<file path="config.mk">
export PLATFORM = sky130hd
export DESIGN_NAME = websocket_frame_receiver_top
export DESIGN_NICKNAME = d
export VERILOG_FILES = /design/src/rtl/wfr_pkg.sv /design/src/rtl/wfr_parser.sv /design/src/rtl/wfr_queue.sv /design/src/rtl/wfr_unmask.sv /design/src/rtl/websocket_frame_receiver_top.sv
export VERILOG_INCLUDE_DIRS = /design/src /design/src/rtl
export SDC_FILE = /design/constraint.sdc
export NUM_CORES = 1
export LEC_CHECK = 0
export ABC_AREA = 1
export BUFFER_PORTS_ARGS = -buffer_cell sky130_fd_sc_hd__buf_2
export CAP_MARGIN = 15
export CORE_UTILIZATION = 40
export CTS_CLUSTER_SIZE = 10
export DETAILED_ROUTE_END_ITERATION = 16
export GPL_TIMING_DRIVEN = 0
export RECOVER_POWER = 100
export SKIP_CTS_REPAIR_TIMING = 1
export SLEW_MARGIN = 20
export SYNTH_ARGS = -nofsm -noshare
export SYNTH_HDL_FRONTEND = slang
export SYNTH_SLANG_ARGS = --single-unit
</file>
<file path="constraint.sdc">
create_clock -name clk_i -period 4.9 [get_ports clk_i]
set_input_delay 0.49 -clock clk_i [delete_from_list [all_inputs] [get_ports clk_i]]
set_output_delay 0.49 -clock clk_i [all_outputs]
set_load 0.03 [all_outputs]
</file>
<file path="src/rtl/websocket_frame_receiver_top_defines.svh">
// Assertion macros shared by the frame receiver RTL.
// Include with the bare file name; SYNTH empties every macro body.
`ifndef WEBSOCKET_FRAME_RECEIVER_TOP_DEFINES_SVH
`define WEBSOCKET_FRAME_RECEIVER_TOP_DEFINES_SVH
`ifndef SYNTH
// Check a property at every rising edge outside reset.
`define WFR_ASSERT(label, clk, rstn, prop) \
  label: assert property (@(posedge clk) disable iff (!rstn) prop) \
    else $error("wfr assertion failed");
// Check a property at every rising edge, reset included.
`define WFR_ASSERT_ALWAYS(label, clk, prop) \
  label: assert property (@(posedge clk) prop) \
    else $error("wfr assertion failed");
`else
`define WFR_ASSERT(label, clk, rstn, prop)
`define WFR_ASSERT_ALWAYS(label, clk, prop)
`endif
`endif

</file>
<file path="src/rtl/wfr_pkg.sv">
// Shared types and constants of the WebSocket frame receiver.
// No dependencies; imported by every receiver module.
`default_nettype none
package wfr_pkg;

  localparam int unsigned PayloadLengthBitsDef = 31;
  localparam int unsigned QueueDepthDef        = 4;
  localparam int unsigned TdataOutBits         = 16;

  // Frame opcodes
  localparam logic [3:0] OP_CONT     = 4'h0;
  localparam logic [3:0] OP_TEXT     = 4'h1;
  localparam logic [3:0] OP_BINARY   = 4'h2;
  localparam logic [3:0] OP_SHUTDOWN = 4'h8;
  localparam logic [3:0] OP_PING     = 4'h9;
  localparam logic [3:0] OP_PONG     = 4'hA;

  // Seven-bit length codes that announce an extended length
  localparam logic [6:0] LEN_CODE_16 = 7'd126;
  localparam logic [6:0] LEN_CODE_64 = 7'd127;

  localparam logic [3:0] EXT_BYTES_16 = 4'd2;
  localparam logic [3:0] EXT_BYTES_64 = 4'd8;
  localparam logic [3:0] KEY_BYTES    = 4'd4;

  typedef enum logic [4:0] {
    PH_HDR0    = 5'b00001,
    PH_HDR1    = 5'b00010,
    PH_TAIL    = 5'b00100,
    PH_PAYLOAD = 5'b01000,
    PH_HALT    = 5'b10000
  } phase_e;

  typedef enum logic [2:0] {
    ERR_MASK   = 3'd0,
    ERR_LENGTH = 3'd1,
    ERR_CONT   = 3'd2,
    ERR_TEXT   = 3'd3,
    ERR_CLOSE  = 3'd4,
    ERR_RSVD   = 3'd5
  } err_code_e;

  // One classified word from the parser to the output stage
  typedef struct packed {
    logic      is_error;
    logic [7:0] data;
    logic [7:0] key;
    logic      last;
    err_code_e code;
  } entry_t;

endpackage
`default_nettype wire

</file>
<file path="src/rtl/wfr_parser.sv">
// Header parser and payload classifier of the frame receiver.
// Depends on wfr_pkg and websocket_frame_receiver_top_defines.svh.
`default_nettype none
`include "websocket_frame_receiver_top_defines.svh"
module wfr_parser #(
  parameter int unsigned LenBits = 31
) (
  input  logic            clk_i,
  input  logic            rst_ni,
  input  logic            cfg_we_i,
  input  logic            cfg_wdata_i,
  input  logic            accept_i,
  input  logic [7:0]      byte_i,
  output logic            push_o,
  output wfr_pkg::entry_t entry_o
);
  import wfr_pkg::*;

  logic               role_q, role_d;
  phase_e             phase_q, phase_d;
  logic [3:0]         cnt_q, cnt_d;
  logic               final_q, final_d;
  logic [3:0]         opcode_q, opcode_d;
  logic [6:0]         len_code_q, len_code_d;
  logic [LenBits-1:0] acc_q, acc_d;
  logic               over_q, over_d;
  logic [31:0]        key_q, key_d;
  logic [LenBits-1:0] remain_q, remain_d;
  logic [1:0]         offset_q, offset_d;

  logic [6:0]         code_sel;
  logic [3:0]         ext_len;
  logic [3:0]         tail_len;
  logic [3:0]         cnt_inc;
  logic [LenBits+7:0] shifted;
  logic [1:0]         key_idx;
  logic [7:0]         key_byte;

  // The second header byte decides the length code in the same cycle
  assign code_sel = (phase_q == PH_HDR1) ? byte_i[6:0] : len_code_q;
  assign ext_len  = (code_sel == LEN_CODE_16) ? EXT_BYTES_16 :
                    (code_sel == LEN_CODE_64) ? EXT_BYTES_64 : 4'd0;
  assign tail_len = ext_len + (role_q ? KEY_BYTES : 4'd0);
  assign cnt_inc  = cnt_q + 4'd1;
  assign shifted  = {acc_q, byte_i};
  assign key_idx  = 2'd3 - offset_q;
  assign key_byte = key_q[{key_idx, 3'b000} +: 8];

  always_comb begin
    logic               do_check;
    logic               err_v;
    err_code_e          err_c;
    logic [LenBits-1:0] acc_v;
    logic               over_v;
    role_d     = cfg_we_i ? cfg_wdata_i : role_q;
    phase_d    = phase_q;
    cnt_d      = cnt_q;
    final_d    = final_q;
    opcode_d   = opcode_q;
    len_code_d = len_code_q;
    acc_d      = acc_q;
    over_d     = over_q;
    key_d      = key_q;
    remain_d   = remain_q;
    offset_d   = offset_q;
    push_o     = 1'b0;
    entry_o    = '0;
    do_check   = 1'b0;
    err_v      = 1'b0;
    err_c      = ERR_MASK;
    acc_v      = acc_q;
    over_v     = over_q;

    if (accept_i) begin
      case (phase_q)
        PH_HDR0: begin
          final_d  = byte_i[7];
          opcode_d = byte_i[3:0];
          phase_d  = PH_HDR1;
        end
        PH_HDR1: begin
          if (byte_i[7] != role_q) begin
            err_v = 1'b1;
            err_c = ERR_MASK;
          end else begin
            len_code_d = byte_i[6:0];
            acc_v      = (byte_i[6:0] < LEN_CODE_16) ? LenBits'(byte_i[6:0]) : '0;
            over_v     = 1'b0;
            acc_d      = acc_v;
            over_d     = 1'b0;
            key_d      = '0;
            cnt_d      = '0;
            if (tail_len == 4'd0) begin
              do_check = 1'b1;
            end else begin
              phase_d = PH_TAIL;
            end
          end
        end
        PH_TAIL: begin
          if (cnt_q < ext_len) begin
            // Collect bits pushed past the limit into the overflow flag
            acc_v  = shifted[LenBits-1:0];
            over_v = over_q | (|shifted[LenBits+7:LenBits]);
            acc_d  = acc_v;
            over_d = over_v;
          end else begin
            key_d = {key_q[23:0], byte_i};
          end
          cnt_d = cnt_inc;
          if (cnt_inc >= tail_len) do_check = 1'b1;
        end
        PH_PAYLOAD: begin
          if (remain_q == '0) begin
            phase_d = PH_HDR0;
          end else begin
            if (opcode_q == OP_BINARY) begin
              push_o        = 1'b1;
              entry_o.data  = byte_i;
              entry_o.key   = key_byte;
              entry_o.last  = (remain_q == LenBits'(1));
            end
            remain_d = remain_q - LenBits'(1);
            offset_d = offset_q + 2'd1;
            if (remain_q == LenBits'(1)) phase_d = PH_HDR0;
          end
        end
        PH_HALT: begin
        end
        default: begin
        end
      endcase
    end

    // Header complete: length first, then opcode
    if (do_check) begin
      if (over_v) begin
        err_v = 1'b1;
        err_c = ERR_LENGTH;
      end else begin
        case (opcode_q)
          OP_CONT: begin
            err_v = 1'b1;
            err_c = ERR_CONT;
          end
          OP_TEXT: begin
            err_v = 1'b1;
            err_c = ERR_TEXT;
          end
          OP_BINARY: begin
            if (!final_q) begin
              err_v = 1'b1;
              err_c = ERR_CONT;
            end
          end
          OP_SHUTDOWN: begin
            err_v = 1'b1;
            err_c = ERR_CLOSE;
          end
          OP_PING, OP_PONG: begin
          end
          default: begin
            err_v = 1'b1;
            err_c = ERR_RSVD;
          end
        endcase
      end
      if (!err_v) begin
        remain_d = acc_v;
        offset_d = '0;
        phase_d  = (acc_v != '0) ? PH_PAYLOAD : PH_HDR0;
      end
    end

    if (err_v) begin
      push_o           = 1'b1;
      entry_o          = '0;
      entry_o.is_error = 1'b1;
      entry_o.code     = err_c;
      phase_d          = PH_HALT;
    end
  end

  always_ff @(posedge clk_i or negedge rst_ni) begin
    if (!rst_ni) begin
      role_q     <= 1'b0;
      phase_q    <= PH_HDR0;
      cnt_q      <= '0;
      final_q    <= 1'b0;
      opcode_q   <= '0;
      len_code_q <= '0;
      acc_q      <= '0;
      over_q     <= 1'b0;
      key_q      <= '0;
      remain_q   <= '0;
      offset_q   <= '0;
    end else begin
      role_q     <= role_d;
      phase_q    <= phase_d;
      cnt_q      <= cnt_d;
      final_q    <= final_d;
      opcode_q   <= opcode_d;
      len_code_q <= len_code_d;
      acc_q      <= acc_d;
      over_q     <= over_d;
      key_q      <= key_d;
      remain_q   <= remain_d;
      offset_q   <= offset_d;
    end
  end

  `WFR_ASSERT(a_halt_silent, clk_i, rst_ni, (phase_q == PH_HALT) |-> !push_o)
  `WFR_ASSERT(a_error_halts, clk_i, rst_ni, (push_o && entry_o.is_error) |=> (phase_q == PH_HALT))
  `WFR_ASSERT(a_payload_nonempty, clk_i, rst_ni, (phase_q == PH_PAYLOAD) |-> (remain_q != '0))
  `WFR_ASSERT(a_last_on_final, clk_i, rst_ni, (push_o && entry_o.last) |=> (phase_q == PH_HDR0))

endmodule
`default_nettype wire

</file>
<file path="src/rtl/wfr_queue.sv">
// Small word queue between the parser and the output stage.
// Depends on wfr_pkg.
`default_nettype none
module wfr_queue #(
  parameter int unsigned Depth = 4
) (
  input  logic            clk_i,
  input  logic            rst_ni,
  input  logic            push_i,
  input  wfr_pkg::entry_t entry_i,
  output logic            not_full_o,
  output logic            not_empty_o,
  input  logic            pop_i,
  output wfr_pkg::entry_t entry_o
);
  import wfr_pkg::*;

  localparam int unsigned PtrW = (Depth > 1) ? $clog2(Depth) : 1;
  localparam int unsigned CntW = $clog2(Depth + 1);

  entry_t          mem_q [Depth];
  logic [PtrW-1:0] wr_ptr_q, wr_ptr_d;
  logic [PtrW-1:0] rd_ptr_q, rd_ptr_d;
  logic [CntW-1:0] count_q, count_d;
  logic            do_push, do_pop;

  assign not_full_o  = (count_q != CntW'(Depth));
  assign not_empty_o = (count_q != '0);
  assign do_push     = push_i && not_full_o;
  assign do_pop      = pop_i && not_empty_o;
  assign entry_o     = mem_q[rd_ptr_q];

  always_comb begin
    wr_ptr_d = wr_ptr_q;
    rd_ptr_d = rd_ptr_q;
    count_d  = count_q;
    if (do_push) begin
      wr_ptr_d = (wr_ptr_q == PtrW'(Depth - 1)) ? '0 : wr_ptr_q + PtrW'(1);
    end
    if (do_pop) begin
      rd_ptr_d = (rd_ptr_q == PtrW'(Depth - 1)) ? '0 : rd_ptr_q + PtrW'(1);
    end
    if (do_push && !do_pop) begin
      count_d = count_q + CntW'(1);
    end else if (do_pop && !do_push) begin
      count_d = count_q - CntW'(1);
    end
  end

  always_ff @(posedge clk_i) begin
    if (do_push) mem_q[wr_ptr_q] <= entry_i;
  end

  always_ff @(posedge clk_i or negedge rst_ni) begin
    if (!rst_ni) begin
      wr_ptr_q <= '0;
      rd_ptr_q <= '0;
      count_q  <= '0;
    end else begin
      wr_ptr_q <= wr_ptr_d;
      rd_ptr_q <= rd_ptr_d;
      count_q  <= count_d;
    end
  end

endmodule
`default_nettype wire

</file>
<file path="src/rtl/wfr_unmask.sv">
// Output stage: unmask queued payload words and hold the result register.
// Depends on wfr_pkg.
`default_nettype none
module wfr_unmask (
  input  logic            clk_i,
  input  logic            rst_ni,
  input  logic            avail_i,
  input  wfr_pkg::entry_t entry_i,
  output logic            pop_o,
  output logic            valid_o,
  input  logic            ready_i,
  output logic            kind_o,
  output logic [7:0]      byte_o,
  output logic            last_o,
  output logic [2:0]      code_o
);
  import wfr_pkg::*;

  logic       valid_q, valid_d;
  logic       kind_q;
  logic [7:0] byte_q;
  logic       last_q;
  logic [2:0] code_q;

  // Refill the result register whenever it is empty or being taken
  assign pop_o = avail_i && (!valid_q || ready_i);

  always_comb begin
    valid_d = valid_q;
    if (pop_o) begin
      valid_d = 1'b1;
    end else if (ready_i) begin
      valid_d = 1'b0;
    end
  end

  always_ff @(posedge clk_i or negedge rst_ni) begin
    if (!rst_ni) begin
      valid_q <= 1'b0;
    end else begin
      valid_q <= valid_d;
    end
  end

  always_ff @(posedge clk_i) begin
    if (pop_o) begin
      kind_q <= entry_i.is_error;
      byte_q <= entry_i.data ^ entry_i.key;
      last_q <= entry_i.last;
      code_q <= entry_i.code;
    end
  end

  assign valid_o = valid_q;
  assign kind_o  = kind_q;
  assign byte_o  = byte_q;
  assign last_o  = last_q;
  assign code_o  = code_q;

endmodule
`default_nettype wire

</file>
<file path="src/rtl/websocket_frame_receiver_top.sv">
// Top level of the WebSocket frame receiver: parser, queue, output stage.
// Depends on wfr_pkg, wfr_parser, wfr_queue and wfr_unmask.
//
//  port group   dir  width  contents
//  s_axis_*     in   8      received link bytes, one word per beat
//  m_axis_*     out  16     payload bytes of final binary frames, or one error
//  cfg_*        in   1      server role register, write only
//
// Flow: one byte is taken every clock while the queue has room; the parser
// decides a byte in the cycle it is accepted, its result word is written into the
// queue, and from the queue head it is registered in the output stage for m_axis.
// The result queue (QUEUE_DEPTH words) lets the parser run on while the
// output stalls; s_axis_tready_o drops only when the queue is full.
// Reset clears all control state: the parser waits for a first header byte.
// After an error the block drops every further byte until reset.
`default_nettype none
module websocket_frame_receiver_top #(
  parameter int unsigned PAYLOAD_LENGTH_BITS = wfr_pkg::PayloadLengthBitsDef,
  parameter int unsigned QUEUE_DEPTH         = wfr_pkg::QueueDepthDef
) (
  input  logic                             clk_i,
  input  logic                             rst_ni,
  // configuration
  input  logic                             cfg_we_i,
  input  logic                             cfg_wdata_i,     // server_role
  // receive stream
  input  logic                             s_axis_tvalid_i,
  output logic                             s_axis_tready_o,
  input  logic [7:0]                       s_axis_tdata_i,  // [7:0] rx_byte
  // result stream
  output logic                             m_axis_tvalid_o,
  input  logic                             m_axis_tready_i,
  // [7:0] payload_byte, [10:8] error_code, [15:11] zero
  output logic [wfr_pkg::TdataOutBits-1:0] m_axis_tdata_o,
  output logic                             m_axis_tlast_o,  // frame_last
  output logic                             m_axis_tuser_o   // event_kind
);
  import wfr_pkg::*;

  logic   accept;
  logic   push;
  entry_t push_entry;
  logic   q_not_full;
  logic   q_not_empty;
  logic   pop;
  entry_t head_entry;
  logic [7:0] out_byte;
  logic [2:0] out_code;

  // Take a byte whenever the queue has room for the word it may produce
  assign s_axis_tready_o = q_not_full;
  assign accept          = s_axis_tvalid_i && q_not_full;

  wfr_parser #(
    .LenBits(PAYLOAD_LENGTH_BITS)
  ) u_parser (
    .clk_i      (clk_i),
    .rst_ni     (rst_ni),
    .cfg_we_i   (cfg_we_i),
    .cfg_wdata_i(cfg_wdata_i),
    .accept_i   (accept),
    .byte_i     (s_axis_tdata_i),
    .push_o     (push),
    .entry_o    (push_entry)
  );

  wfr_queue #(
    .Depth(QUEUE_DEPTH)
  ) u_queue (
    .clk_i      (clk_i),
    .rst_ni     (rst_ni),
    .push_i     (push),
    .entry_i    (push_entry),
    .not_full_o (q_not_full),
    .not_empty_o(q_not_empty),
    .pop_i      (pop),
    .entry_o    (head_entry)
  );

  wfr_unmask u_unmask (
    .clk_i  (clk_i),
    .rst_ni (rst_ni),
    .avail_i(q_not_empty),
    .entry_i(head_entry),
    .pop_o  (pop),
    .valid_o(m_axis_tvalid_o),
    .ready_i(m_axis_tready_i),
    .kind_o (m_axis_tuser_o),
    .byte_o (out_byte),
    .last_o (m_axis_tlast_o),
    .code_o (out_code)
  );

  // Pack the result word: payload byte low, error code above, zero fill
  assign m_axis_tdata_o = {(TdataOutBits - 11)'(0), out_code, out_byte};

endmodule
`default_nettype wire

</file>
==> run_results.csv <==
group,metric,value,unit
outcome,status,"complete, but fails checks",
outcome,violations,"max-capacitance violations, max-slew violations",
setup_path,cp.arrival,4.32,ns
setup_path,cp_max_fo,21,
clock_tree,insertion_delay,0.53,ns
drt,drt_iter0_markers,536,
yosys,ys_ff_latch,224,
grt,grt_max_degree,82,
power,p_total,4.61,mW
power,power_density,397,nW/um2
place,globalplace.congestion,0.829,
clock_tree,cts_root_buf,"clkbuf_16",
yosys,synth-seq-area-share,58.8,%
yosys,ys_types,42,
place,place_inst,1464,
die,start_util,40.9,%
drt,dr.max_layer_used,"met4",
setup_path,cp-start-kind,"register",
sta,fmaxAchievable,241,MHz
drt,ant_nets,0,
yosys,avgSynthCellArea,9.42,um2
job,maxCapViolCount,1,
die,dieArea,26600,um2
clock_tree,cts_tree,"built",
die,die_w,163,um
drt,wl_met1,11700,um
grt,grt_pass1_wl,39800,um
drt,via_per_inst,5.06,
setup_path,r2r-start,"u_parser.phase_q[2]",
sta,fin_crit,4.16,ns
sta,hold_viol_final,0,
min_path,min-delay-start,"cfg_we_i",
clock_tree,cts_buffer_depth,3,
sta,clock_skew,0.0112,ns
power,ir_worst_vdd,0.302,mV
final_layout,antenna_cells,0,
yosys,async_flop_share,56.7,%
yosys,synth_flop_cell,"dfrtp_1",
power,p_leak,5.04,nW
clock_tree,cts_buffers,27,
place,place_area,11000,um2
yosys,synth_common_cells,"nand2_1 (205), nor2_1 (173), dfrtp_1 (126)",
final_layout,final_cells,1511,
die,die_h,163,um
final_layout,finalInstanceArea,11600,um2
grt,track_usage,19.2,%
drt,drc,0,
yosys,synth_cells,1100,
sta,setup-violations-final,0,
setup_path,crit_path_start,"u_parser.phase_q[2]",
grt,antenna_found_initial,0,
final_layout,syn2layout_area_growth,12.2,%
place,numPortBuffers,28,
die,rows,58,
grt,overflow,0,
yosys,synth_warnings,0,
die,ios,34,
sta,worst_pin_slew,2.68,ns
drt,dr_wl_met2,11300,um
yosys,synth_top_area_share,30.4,%
yosys,synth_edf_count,97,
drt,routed_wl,24400,um
yosys,synth_area,10400,um2
drt,routedWlPerCell,16.2,um
clock_tree,cts_num_sinks,224,
min_path,min_path_type,"in -> reg",
drt,dr_wl_met3,987,um
clock_tree,htreeDepth,1,
setup_path,endpoint_kind,"register",
drt,first_pass_iters,5,
sta,drv_slew,48,
setup_path,required,5.06,ns
final_layout,final_nets,1192,
place,hpwlAfterDp,16700,um
sta,min_period_over_period,84.8,%
die,core,25300,um2
sta,rsz0062_at_grt,"false",
grt,grt_pass1_vias,7441,
drt,vias,7647,
yosys,yosysTopAreaCell,"dfrtp_1",
yosys,synth_area_leaders,"dfrtp_1 (30%), edfxtp_1 (28%), nand2_1 (7.4%), nor2_1 (6.3%), o21ai_0 (4.5%)",
yosys,synth.most_common_cell,"nand2_1",
final_layout,drive_above_1_share,6.35,%
sta,relSlewSlack,-78.9,%
clock_tree,path_clk_slew,0.06,ns
setup_path,criticalPathCategory,"reg -> reg",
sta,setup_tns,0,ns
worst max-delay path: stages (launching register included):
cell and delay, ns:
dfrtp_1 0.41, nor2_1 0.24, nand2_1 0.12, nor2_1 0.34, nand2_1 0.21, nand3_1 0.16
ha_1 0.23, or2_0 0.31, nand2_4 0.16, nand3_1 0.10, nand2_1 0.13, inv_1 0.09
nand2_1 0.09, nand2_1 0.14, nand2_1 0.21, inv_1 0.22, nor2_4 0.59
cell families after synthesis:
group / share of synthesized area (%)
AND/OR/NAND/NOR: 18.8
flip-flops: 58.8
AO/OA/AOI/OAI: 11.1
buffers and inverters: 6.55
XOR/XNOR: 2.96
adder cells (fa/ha/maj): 1.76
other: 0.0362
state kept, by name, indices dropped and copies added, names as in the netlist, 3 cells and up:
name and flops:
u_queue.count_q 3, u_parser.acc_q 31, u_parser.phase_q 5, u_parser.cnt_q 4
u_queue.mem_q 84, u_parser.key_q 32, u_unmask.byte_o 8, u_parser.remain_q 31
u_unmask.code_o 3, u_parser.len_code_q 7, u_parser.opcode_q 4
worst paths after layout:
| check | to | slack, ns | cells past startpoint |
|---|---|---|---|
| setup / recovery | u_queue.mem_q[0][16] | 0.74 | 16 |
| setup reg to reg | u_queue.mem_q[0][16] | 0.74 | 16 |
| hold / removal | u_parser.role_q | 0.16 | 2 |
| max in group asynchronous | u_parser.key_q[23] | 1.13 | 3 |
| hold reg to reg | u_parser.len_code_q[5] | 0.49 | 2 |
| min in group asynchronous | u_queue.rd_ptr_q[1] | 1.35 | 2 |
area by class of cell:
class,instances,area [um2]
Inverter,120,450
Clock inverter,3,22.5
Clock buffer,43,766
Buffer,42,179
Sequential cell,224,6090
Fill cell,2432,13700
Timing Repair Buffer,31,141
Tap cell,330,413
Multi-Input combinational cell,718,3570
routing by layer:
| layer | GRT usage, % | vias to the layer above |
|---|---|---|
| met4 | 4.84 | 0 |
| li1 | - | 3776 |
| met2 | 31.4 | 162 |
| met5 | 0 | - |
| met1 | 27.2 | 3673 |
| met3 | 2.09 | 36 |
power by group:
group | internal (mW) | leakage [nW] | switching (mW)
Sequential | 2.07 | 2.24 | 0.0332
Combinational | 0.175 | 2.42 | 0.533
Clock | 1.06 | 0.382 | 0.747
Total | 3.30 | 5.04 | 1.31
through the flow:
step                      setup WS (ns)  hold slack, ns  utilization, %
after CTS                         0.846          -0.134            46.6
final                             0.744           0.156            45.9
after detailed placement          0.693           0.426            43.5
after global routing              0.307           0.167            45.9
after floorplan                    1.13           0.194               -
after global placement           -0.242           0.467            43.2
cell usage in the layout (no fill, tap or decap), types with 13 or more instances in the layout:
cell type / netlist / routed
a21oi_1: 26 / 26
buf_2: 9 / 14
clkbuf_1: 22 / 65
clkbuf_16: 0 / 27
dfrtp_1: 126 / 126
edfxtp_1: 97 / 97
ha_1: 13 / 13
inv_1: 114 / 117
nand2_1: 205 / 214
nand3_1: 23 / 25
nor2_1: 173 / 173
nor3_1: 13 / 13
o21ai_0: 93 / 97
o22ai_1: 53 / 53
xor2_1: 23 / 23
Power figures use the tool's default switching activity.
